===== config.mk =====
export PLATFORM = sky130hd
export DESIGN_NAME = oqhs_ram
export DESIGN_NICKNAME = d
export VERILOG_FILES = /design/src/oqhs_ram.sv
export SDC_FILE = /design/constraint.sdc
export NUM_CORES = 1
export LEC_CHECK = 0
export BUFFER_PORTS_ARGS = -buffer_cell sky130_fd_sc_hd__buf_2
export CORE_ASPECT_RATIO = 1.1
export CORE_MARGIN = 2
export CORE_UTILIZATION = 54
export DETAILED_ROUTE_END_ITERATION = 12
export PLACE_DENSITY_LB_ADDON = 0.08
export RECOVER_POWER = 100
export SETUP_SLACK_MARGIN = 0.1
export SYNTH_ARGS = -nofsm -noshare
export SYNTH_HDL_FRONTEND = slang
export SYNTH_SLANG_ARGS = --single-unit

===== constraint.sdc =====
create_clock -name clk -period 1.6 [get_ports clk]
set_input_delay 0.16 -clock clk [delete_from_list [all_inputs] [get_ports clk]]
set_output_delay 0.16 -clock clk [all_outputs]
set_load 0.1 [all_outputs]

===== src/oqhs_ram.sv =====
`timescale 1ns / 1ps
// ----------------------------------------------------------------------------
// Generic simple dual-port RAM
// One write port and one read port with registered read data.
// ----------------------------------------------------------------------------
module oqhs_ram #(
  parameter int WIDTH = 8,
  parameter int DEPTH = 16
) (
  input  logic                     clk,
  input  logic                     wr_en,
  input  logic [$clog2(DEPTH)-1:0] wr_addr,
  input  logic [WIDTH-1:0]         wr_data,
  input  logic                     rd_en,
  input  logic [$clog2(DEPTH)-1:0] rd_addr,
  output logic [WIDTH-1:0]         rd_data
);

  logic [WIDTH-1:0] mem [DEPTH];

  always_ff @(posedge clk) begin
    if (wr_en) begin
      mem[wr_addr] <= wr_data;
    end
    if (rd_en) begin
      rd_data <= mem[rd_addr];
    end
  end

endmodule


==> PnR_summary.wiki, run 1 <==
{| class="wikitable"
! Metric !! Value
|-
| Buffer depth of the longest clock path || 2
|-
| Warnings, synthesis || 0
|-
| Starting Density || 55.6%
|-
| Largest delay share family, worst path || multiplexers
|-
| Highest attainable clock frequency || 681 MHz
|-
| Count of clock tree sinks || 136
|-
| Syn Std Cell Area || 5230 um2
|-
| Reported leakage power || ~2.1 nW
|-
| Overall track demand over capacity in global routing || between 20% and 30%
|-
| Share of synthesized area occupied by flip-flops and latches || 78.1%
|-
| Run status || complete, no violations
|-
| Number of buffers and inverters on the critical path || 0
|-
| Path length in cells of the critical path || 3
|-
| Die Y-Extent || 107 um
|-
| Power after layout || 8.17 mW
|-
| Reg-to-Reg End || rd_data[2]$_DFFE_PP_
|-
| Max transition margin || around 52%
|-
| First drt pass iteration count || 4
|-
| Port-buffer cells || 26
|-
| Number of fill cells in the layout || 634
|-
| Clock skew after layout || ~0.0062 ns
|-
| Drt total wl || 9490 um
|-
| Kind of end point of the critical path || flip-flop
|-
| Average detailed-routed wire length per instance || 22.3 um
|-
| Routed via count || 2453
|-
| Crit-path slowest cell || mux4_1
|-
| Pin count of the biggest net entering global routing || 19
|-
| TritonCTS clock tree || built
|-
| Type of the most critical hold path || in -> reg
|-
| Antenna violations before repair || 0
|-
| End point of the critical path || rd_data[2]$_DFFE_PP_
|-
| Critical-path maximum fanout || 1
|-
| Area taken by multi-input logic gates || about 1100 um2
|-
| Least-Margin Pin Slew || around 0.72 ns
|-
| Hold violation total from the final report || 0
|-
| Setup CP Type || reg -> reg
|-
| Critical path startpoint category || flip-flop
|-
| Worst R2R Path Depth || 3
|-
| Finished Layout Cells || approximately 430
|-
| Number of routed nets with antenna violations || 0
|-
| Crit Reg-Reg Startpoint || mem[1][2]$_DFFE_PP_
|-
| Die Wd || approximately 98 um
|-
| Library cell used as clock root buffer || clkbuf_8
|-
| FF+latch count, synth || 136
|-
| Highest-count cells in the layout ignoring fill and taps || edfxtp_1 (136), clkbuf_1 (32), mux4_2 (18), clkbuf_16 (16)
|-
| Cells traversed along the worst timing path || mux4_1, a22oi_1, nand2_1
|-
| DP Wirelength || 6290 um
|-
| Gp weighted congestion || 0.760
|-
| Die area || 10500 um2
|-
| Final cycle utilization of the critical path || 91.8%
|-
| First-pass GRT wire length || 15000 um
|-
| Worst-path clk slew || 0.06 ns
|-
| Crit path arrival time || ~1.7 ns
|-
| Core Area || 9400 um2
|-
| Synthesized area per cell || about 23 um2
|-
| Critical path launch point || mem[1][2]$_DFFE_PP_
|-
| Final period demand of the worst path || around 1.5 ns
|-
| Pwr/cell area || 1320 nW/um2
|-
| Post-detailed-route via-to-cell ratio || 5.77
|-
| Commonest non-fill, non-tap cell in the layout || edfxtp_1
|-
| Required time at the endpoint of the critical path || ~1.9 ns
|-
| Area growth, synth to finish || 18.4%
|-
| Depth of the CTS H-tree || 4
|-
| Synthesized instance count || 229
|-
| DR iter-0 viols || 192
|-
| Number of nets produced by synthesis || 248
|-
| Max-slew violation count || 0
|-
| Number of standard-cell rows in the floorplan || 37
|-
| Worst-skew pair later-pin latency || 0.51 ns
|-
| Cts bufs inserted || 17
|-
| Slowest Stage Delay on Critical Path || ~0.50 ns
|-
| Antenna fix cells || 0
|-
| Minimum setup slack among reg-to-reg paths || 0.13 ns
|-
| Total gr overflow || 0
|-
| Number of nets in the layout || 314
|-
| Number of top-level pins || 27
|-
| Setup repair after global routing missed its margin || yes
|-
| Total of endpoints with negative setup slack in the final report || 0
|-
| Sequential standard cell area || 4080 um2
|-
| Fraction of layout instances using a drive strength above 1 || 23.1%
|-
| Via count of the first global-routing pass || ~2600
|-
| Placed instance count || a little under 400
|-
| Number of maximum-capacitance violations || 0
|-
| Distinct cell type count of the synthesized netlist || 18
|-
| Maximum VDD drop || 0.936 mV
|-
| DRC || 0
|}
state kept, by name (all words and copies together), names as in the netlist:
signal,count
mem,128
rd_data,8
worst min-delay path by stage:
stage / start / endpoint / cells past startpoint
4_1_cts: wr_data[1] / mem[14][1]$_DFFE_PP_ / 1
6_report: wr_data[1] / mem[15][1]$_DFFE_PP_ / 1
3_3_place_gp: rd_en / rd_data[0]$_DFFE_PP_ / 1
5_1_grt: wr_data[1] / mem[15][1]$_DFFE_PP_ / 1
3_5_place_dp: rd_en / rd_data[0]$_DFFE_PP_ / 1
2_1_floorplan: wr_data[0] / mem[0][0]$_DFFE_PP_ / 0
kinds of logic after synthesis:
kind of cell / Yosys count / share of synthesized area (%)
flip-flops: 136 / 78.1
buffers and inverters: 10 / 1.65
AO/OA/AOI/OAI: 16 / 2.30
multiplexers: 32 / 14.8
AND/OR/NAND/NOR: 35 / 3.14
worst register-to-register path, delay by kind of cell, from the launching register on:
family	cells	cell delay (ns)
multiplexers	1	0.50
flip-flops	1	0.36
AO/OA/AOI/OAI	1	0.27
AND/OR/NAND/NOR	1	0.09
routing by layer:
metal  track usage [%]  vias up  wire length [um]
li1                  -     1111                 -
met1              26.2     1262              4020
met2              33.5       68              4970
met3              6.71       12               393
met4              6.25        0               115
met5                 0        -                 0
cell type report:
cell class	count	share of cell area [%]
clock inverters	13	2.18
multi-input cells	83	17.2
flip-flops and latches	136	66.0
well taps	117	2.37
repair buffers	57	5.42
clock buffers	19	6.81
power by group:
group	switching, mW	internal [mW]
Combinational	0.335	0.171
Sequential	0.0195	4.02
Clock	1.30	2.33
synth_stat cells:
cell type          n  area share [%]
nand3_1            1           0.096
and2b_1            1            0.14
nand2_1            9            0.65
buf_4              1            0.14
nand2b_1           2            0.24
nor3_1             4            0.38
and2_1             1            0.12
edfxtp_1         136              78
a22oi_1           16             2.3
clkdlybuf4s25_2    3            0.57
mux4_2            18             7.8
buf_2              3            0.29
buf_6              3            0.65
nand3b_1           2            0.29
nor2b_1            1            0.12
or3b_2             1            0.17
mux4_1            14             7.0
nor2_1            13            0.93
repair_timing:
item | 4_1_cts | 5_1_grt
hold endpoints to repair | 8 | 0
pin swaps | 0 | 1
endpoints found under the setup margin | 2 | 5
gates resized for setup | 2 | 5
buffers inserted | 0 | 0
hold buffers | 1 | 0
per-stage QoR:
| step | hold WS [ns] | setup WS, ns | util [%] | TNS [ns] | instance area [um2] |
|---|---|---|---|---|---|
| after floorplan | 0.259 | 0.158 | - | 0 | 5230 |
| after global placement | 0.533 | -0.132 | 60.6 | -0.560 | 5700 |
| after detailed placement | 0.534 | -0.121 | 60.6 | -0.640 | 5700 |
| after CTS | 0.00751 | 0.120 | 66.7 | 0 | 6270 |
| after global routing | 0.183 | 0.0564 | 65.9 | 0 | 6190 |
| final | 0.168 | 0.131 | 65.9 | 0 | 6190 |
(Power assumes the default switching activity.)
==> inputs of run 2 (changes only) <==
- RECOVER_POWER: 100 -> 50
==> PnR_summary.wiki, run 2 (synthesis results as in run 1) <==
{| class="wikitable"
! Metric !! Value
|-
| Finished Layout Cells || 425 (unchanged)
|-
| Required time at the endpoint of the critical path || 1.86 ns (about the same)
|-
| Routed via count || 2452 (-0.041%)
|-
| Number of flip-flops under the largest register name || 128 (unchanged)
|-
| Die Wd || 97.8 um (unchanged)
|-
| Number of fill cells in the layout || 614 (-3.2%)
|-
| Run status || complete, no violations
|-
| Worst R2R Path Depth || 3 (unchanged)
|-
| Kind of end point of the critical path || flip-flop
|-
| Max-slew violation count || 0 (unchanged)
|-
| Die Y-Extent || 107 um (unchanged)
|-
| Reported leakage power || 2.13 nW (+3.8%)
|-
| Drt total wl || 9480 um (about the same)
|-
| Antenna violations before repair || 0 (unchanged)
|-
| Register with the most flip-flops || mem
|-
| Max transition margin || 52.3% (+0.22 points)
|-
| DRC || 0 (unchanged)
|-
| Worst-skew pair later-pin latency || 0.51 ns (about the same)
|-
| Post-placement setup slack || -0.121 ns (unchanged)
|-
| Crit path arrival time || 1.72 ns (about the same)
|-
| Port-buffer cells || 26 (unchanged)
|-
| Final standard cell area without fillers || 6280 um2 (+1.4%)
|-
| Buffer depth of the longest clock path || 2 (unchanged)
|-
| First drt pass iteration count || 4 (unchanged)
|-
| Depth of the CTS H-tree || 4 (unchanged)
|-
| Maximum VDD drop || 0.938 mV (+0.17%)
|-
| Setup CP Type || reg -> reg
|-
| Number of nets in the layout || 314 (unchanged)
|-
| Number of routed nets with antenna violations || 0 (unchanged)
|-
| Total gr overflow || 0 (unchanged)
|-
| Number of maximum-capacitance violations || 0 (unchanged)
|-
| Critical-path maximum fanout || 1 (unchanged)
|-
| Post-placement cell area || 5700 um2 (unchanged)
|-
| Biggest registers after layout || mem: 128 flops, rd_data: 8 flops
|-
| Fraction of layout instances using a drive strength above 1 || 30.5% (+7.5 points)
|-
| Die area || 10500 um2 (unchanged)
|-
| Overall track demand over capacity in global routing || 20.4% (unchanged)
|-
| Smallest setup slack after layout || 0.133 ns (+0.00163 ns)
|-
| DR iter-0 viols || 177 (-7.8%)
|-
| Type of the most critical hold path || in -> reg
|-
| Pwr/cell area || 1300 nW/um2 (-1.2%)
|-
| Starting Density || 55.6% (unchanged)
|-
| Final period demand of the worst path || 1.47 ns (-0.00163 ns)
|-
| Setup repair after global routing missed its margin || yes
|-
| Antenna fix cells || 0 (unchanged)
|-
| Clock skew after layout || 0.00816 ns (+0.00198 ns)
|-
| Pin count of the biggest net entering global routing || 19 (unchanged)
|-
| Power after layout || 8.19 mW (+0.17%)
|-
| Least-Margin Pin Slew || 0.715 ns (-0.00329 ns)
|-
| Area growth, synth to finish || 20.1%
|-
| Crit-path slowest cell || mux4_1
|-
| Hold violation total from the final report || 0 (unchanged)
|-
| Highest-count cells in the layout ignoring fill and taps || edfxtp_1 (136), buf_4 (25), mux4_2 (18), clkbuf_16 (16), buf_2 (15)
|-
| Total setup buffers inserted after CTS || 0 (unchanged)
|-
| Final-layout setup total negative slack || 0 ns (unchanged)
|-
| Critical path startpoint category || flip-flop
|-
| Slowest Stage Delay on Critical Path || 0.52 ns (+0.02 ns)
|-
| Average detailed-routed wire length per instance || 22.3 um (about the same)
|-
| First-pass GRT wire length || 15000 um (unchanged)
|-
| Library cell used as clock root buffer || clkbuf_8
|-
| Placed instance count || 392 (unchanged)
|-
| TritonCTS clock tree || built
|-
| Number of buffers and inverters on the critical path || 0 (unchanged)
|-
| Path length in cells of the critical path || 3 (unchanged)
|-
| Count of clock tree sinks || 136 (unchanged)
|-
| Sequential standard cell area || 4080 um2 (unchanged)
|-
| Final cycle utilization of the critical path || 91.7% (-0.10 points)
|-
| Largest delay share family, worst path || multiplexers
|-
| Commonest non-fill, non-tap cell in the layout || edfxtp_1
|-
| Core Area || 9400 um2 (unchanged)
|-
| Worst-path clk slew || 0.06 ns (about the same)
|-
| Highest attainable clock frequency || 682 MHz (+0.11%)
|-
| Cells traversed along the worst timing path || mux4_1, a22oi_2, nand2_1
|-
| DP Wirelength || 6290 um (unchanged)
|-
| Number of standard-cell rows in the floorplan || 37 (unchanged)
|-
| Hold-critical path depth || 1 (unchanged)
|-
| Cts bufs inserted || 17 (unchanged)
|-
| Gp weighted congestion || 0.760 (unchanged)
|-
| Number of top-level pins || 27 (unchanged)
|-
| Area taken by multi-input logic gates || 1090 um2 (+1.9%)
|-
| Total of endpoints with negative setup slack in the final report || 0 (unchanged)
|-
| Via count of the first global-routing pass || 2635 (unchanged)
|-
| Post-detailed-route via-to-cell ratio || 5.77 (about the same)
|}
-- run 2: cell type report --
class                   count  area share [%]
flip-flops and latches    136            65.1
multi-input cells          83            17.3
clock buffers              19            6.72
repair buffers             57            6.40
well taps                 117            2.33
clock inverters            13            2.15
-- run 2: routing by layer --
| metal | track usage, % | vias to the layer above | wire (um) |
|---|---|---|---|
| met1 | 26.2 | 1264 | 3970 |
| met3 | 6.71 | 12 | 439 |
| met2 | 33.5 | 65 | 4960 |
| met5 | 0 | - | 0 |
| li1 | - | 1111 | - |
| met4 | 6.25 | 0 | 114 |
-- run 2: final timing paths --
kind / slack (ns) / startpoint / to
max: 0.13 / mem[1][2]$_DFFE_PP_ / rd_data[2]$_DFFE_PP_
max reg2reg: 0.13 / mem[1][2]$_DFFE_PP_ / rd_data[2]$_DFFE_PP_
min reg2reg: 0.76 / mem[13][2]$_DFFE_PP_ / rd_data[2]$_DFFE_PP_
min: 0.17 / wr_data[1] / mem[13][1]$_DFFE_PP_
-- run 2: metrics by stage --
step           hold WS (ns)  utilization [%]
3_5_place_dp          0.534             60.6
5_1_grt               0.183             66.8
4_1_cts             0.00751             66.7
2_1_floorplan         0.259                -
3_3_place_gp          0.533             60.6
6_report              0.166             66.8
-- run 2: worst reg2reg max path, cell delays in order (launching register included) --
cell      delay, ns
edfxtp_1       0.36
mux4_1         0.52
a22oi_2        0.25
nand2_1        0.08
-- run 2: report_power, final --
| part | internal [mW] | switching (mW) |
|---|---|---|
| clock network | 2.33 | 1.30 |
| logic | 0.182 | 0.340 |
| registers | 4.02 | 0.0190 |
| total | 6.53 | 1.66 |
-- run 2: repair_timing --
action / 4_1_cts / 5_1_grt
hold endpoints to repair: 8 / 0
hold buffers: 1 / 0
setup endpoints to repair: 2 / 5
gates resized for setup: 2 / 5
pin swaps: 0 / 1
==> inputs of run 3 (changes only) <==
- ABC_AREA: unset -> 1
- CORE_UTILIZATION: 54 -> 55
- GPL_ROUTABILITY_DRIVEN: unset -> 0
==> PnR_summary.wiki, run 3 <==
{| class="wikitable"
! Metric !! Value
|-
| Switching power as a share of total power || 22.0% (+1.7 points)
|-
| Highest-count cells in the layout ignoring fill and taps || nand2_1 (173), edfxtp_1 (136), inv_1 (100), nand3_1 (97), buf_4 (19)
|-
| Die Y-Extent || 112 um (+4.6%)
|-
| Reported leakage power || 2.92 nW (+37%)
|-
| Number of nets in the layout || 614 (+96%)
|-
| Most common library cells after synthesis || nand2_1 (173), edfxtp_1 (136), inv_1 (100)
|-
| Final-layout setup total negative slack || 0 ns (unchanged)
|-
| Quantity of gates resized following cts || 0 (-2)
|-
| Worst R2R Path Depth || 6 (+3)
|-
| Worst-path clk slew || 0.06 ns (about the same)
|-
| Warnings, synthesis || 0 (unchanged)
|-
| Number of maximum-capacitance violations || 0 (unchanged)
|-
| Pin count of the biggest net entering global routing || 38 (+19)
|-
| Reg-to-Reg End || rd_data[1]$_DFFE_PP_
|-
| Buffer depth of the longest clock path || 2 (unchanged)
|-
| Largest delay share family, worst path || buffers and inverters
|-
| Required time at the endpoint of the critical path || 1.44 ns (-0.42 ns)
|-
| Smallest setup slack after layout || 0.166 ns (+0.0330 ns)
|-
| Setup repair after global routing missed its margin || no
|-
| Sequential share of power || 46.8% (-2.5 points)
|-
| Met2 demand-to-capacity share in global routing || 41.7% (+8.2 points)
|-
| Number of buffers and inverters on the critical path || 1 (+1)
|-
| Clock skew after layout || 0.00721 ns (-0.000954 ns)
|-
| Worst-skew pair later-pin latency || 0.42 ns (-0.09 ns)
|-
| Die area || 11500 um2 (+9.4%)
|-
| Count of clock tree sinks || 136 (unchanged)
|-
| Cells traversed along the worst timing path || buf_2
|-
| Drt total wl || 13400 um (+41%)
|-
| Kind of end point of the critical path || primary output
|-
| Top flip-flop cell by instance count after synthesis || edfxtp_1
|-
| Max-slew violation count || 0 (unchanged)
|-
| Critical path launch point || rd_data[3]$_DFFE_PP_
|-
| Number of nets produced by synthesis || 570 (+130%)
|-
| Total gr overflow || 0 (unchanged)
|-
| Average detailed-routed wire length per instance || 17.8 um (-20%)
|-
| Biggest registers after layout || mem: 128 flops, rd_data: 8 flops
|-
| Sw power || 1.90 mW (+15%)
|-
| Final standard cell area without fillers || 6790 um2 (+8.2%)
|-
| Share of synthesized area occupied by flip-flops and latches || 69.8% (-8.3 points)
|-
| Path length in cells of the critical path || 1 (-2)
|-
| Via count of the first global-routing pass || 3789 (+44%)
|-
| Die Wd || 102 um (+4.6%)
|-
| First-pass GRT wire length || 20600 um (+37%)
|-
| Synthesized area per cell || 10.6 um2 (-54%)
|-
| Library cell used as clock root buffer || clkbuf_16
|-
| First drt pass iteration count || 5 (+1)
|-
| End point of the critical path || rd_data[3]
|-
| Biggest area consumer among synthesized cells || edfxtp_1
|-
| DRC || 0 (unchanged)
|-
| Port-buffer cells || 26 (unchanged)
|-
| Ys async rst share || 0% (unchanged)
|-
| Placed instance count || 719 (+83%)
|-
| Highest attainable clock frequency || 697 MHz (+2.3%)
|-
| Least-Margin Pin Slew || 0.958 ns (+0.243 ns)
|-
| Synthesized instance count || 551 (+140%)
|-
| Final period demand of the worst path || 1.43 ns (-0.0330 ns)
|-
| Total setup buffers inserted after CTS || 0 (unchanged)
|-
| Crit Reg-Reg Startpoint || mem[5][1]$_DFFE_PP_
|-
| FF+latch count, synth || 136 (unchanged)
|-
| Syn Std Cell Area || 5850 um2 (+12%)
|-
| Max transition margin || 36.1% (-16 points)
|-
| Overall track demand over capacity in global routing || 25.4% (+5.1 points)
|-
| Distinct cell type count of the synthesized netlist || 11 (-7)
|-
| Number of flip-flops under the largest register name || 128 (unchanged)
|-
| Number of flops mapped to enable cells by yosys || 136 (unchanged)
|-
| Fraction of synthesized cell area taken by the top area cell type || 69.8% (-8.3 points)
|-
| Hold violation total from the final report || 0 (unchanged)
|-
| Hold buffers post-CTS || 0 (-1)
|-
| Maximum VDD drop || 0.832 mV (-11%)
|-
| Run status || complete, no violations
|-
| Crit path arrival time || 1.27 ns (-0.45 ns)
|-
| Setup CP Type || reg -> out
|-
| Commonest non-fill, non-tap cell in the layout || nand2_1
|-
| Routed via count || 3870 (+58%)
|-
| Minimum setup slack among reg-to-reg paths || 0.43 ns (+0.30 ns)
|-
| Post-detailed-route via-to-cell ratio || 5.16 (-11%)
|-
| Type of the most critical hold path || in -> reg
|-
| DP Wirelength || 8060 um (+28%)
|-
| Depth of the CTS H-tree || 4 (unchanged)
|-
| Post-placement cell area || 6200 um2 (+8.8%)
|-
| Cells taking the most area after synthesis || edfxtp_1 (70%), nand2_1 (11%), nand3_1 (8.3%)
|-
| Critical path startpoint category || flip-flop
|-
| Area growth, synth to finish || 16.1%
|-
| Finished Layout Cells || 750 (+76%)
|-
| Slowest Stage Delay on Critical Path || 0.45 ns (-0.07 ns)
|-
| Register with the most flip-flops || mem
|-
| Total of endpoints with negative setup slack in the final report || 0 (unchanged)
|-
| TritonCTS clock tree || built
|-
| Number of top-level pins || 27 (unchanged)
|-
| Final cycle utilization of the critical path || 89.6% (-2.1 points)
|-
| Met1 Resource Use GR || 34.0% (+7.7 points)
|-
| Most frequent cell after synthesis || nand2_1
|-
| DR iter-0 viols || 350 (+98%)
|-
| Part of the total power dissipated in combinational logic || 7.1% (+0.7 points)
|-
| Starting Density || 56.3% (+0.63 points)
|-
| Fraction of layout instances using a drive strength above 1 || 11.2% (-19 points)
|-
| Crit-path slowest cell || buf_2
|-
| Antenna violations before repair || 0 (unchanged)
|-
| Number of standard-cell rows in the floorplan || 39 (+5.4%)
|-
| Post-placement setup slack || 0.180 ns (+0.301 ns)
|-
| Number of routed nets with antenna violations || 0 (unchanged)
|-
| GR peak layer || met2
|-
| Antenna fix cells || 0 (unchanged)
|-
| Critical-path maximum fanout || 1 (unchanged)
|-
| Core Area || 10400 um2 (+11%)
|-
| Pint || 6.74 mW (+3.2%)
|-
| Relative contribution of the clock network to total power || 46.1% (+1.8 points)
|-
| Global-route track usage on met3 || 6.41% (-0.30 points)
|-
| Pwr/cell area || 1270 nW/um2 (-2.4%)
|-
| Cts bufs inserted || 17 (unchanged)
|}
## run 3: cell count changes in the layout (fill, tap and decap cells not counted), sizes merged, moves of 4 or more
cell and change:
nand3 +96, mux4 -32, nor2 +4, nand2 +164, inv +102, nor3 -4
a22oi -16, buf -7
## run 3: final cells by class
cell class                 count  area, um2
sequential                   136       4080
fill                         848       3600
multi-input combinational    289       1210
clock buffer                  17        425
inverter                     102        383
timing repair buffer          49        323
clock inverter                14        183
tap                          143        179
## run 3: worst min-delay path by stage
stage                           from                   end  slack, ns  cells after the start
after detailed placement       rd_en  rd_data[7]$_DFFE_PP_       0.53                      1
after CTS                      rd_en  rd_data[7]$_DFFE_PP_       0.09                      1
final                     rd_addr[3]  rd_data[6]$_DFFE_PP_       0.20                      3
after floorplan           wr_data[0]   mem[0][0]$_DFFE_PP_       0.26                      0
after global routing           rd_en  rd_data[1]$_DFFE_PP_       0.21                      1
after global placement         rd_en  rd_data[2]$_DFFE_PP_       0.53                      1
## run 3: metrics by stage
step                      hold slack [ns]  utilization (%)  power (mW)
final                               0.199             65.3        8.64
after global routing                0.209             65.3        8.90
after CTS                          0.0949             65.5        8.68
after detailed placement            0.533             59.6        4.72
after global placement              0.534             59.6        4.72
after floorplan                     0.259                -        4.51
## run 3: metal layers
metal / up-vias / wire [um]
met5: - / 0
met1: 1851 / 5610
met4: 0 / 192
li1: 1871 / -
met2: 130 / 6780
met3: 18 / 772
## run 3: cell families after synthesis
logic type / share of synthesized area, %
and+or+nand+nor: 20.8
buffers and inverters: 9.39
DFF: 69.8
## run 3: power groups by stage
stage / clock [mW] / sequential (mW) / combinational, mW
after global placement: 0 / 4.11 / 0.606
after detailed placement: 0 / 4.11 / 0.613
after CTS: 4.03 / 4.04 / 0.620
after global routing: 4.19 / 4.05 / 0.668
final: 3.99 / 4.04 / 0.613
after floorplan: 0 / 4.23 / 0.281
## run 3: worst min-delay path: stages
cell     delay [ns]
buf_2          0.19
nand3_1        0.10
nand2_1        0.05
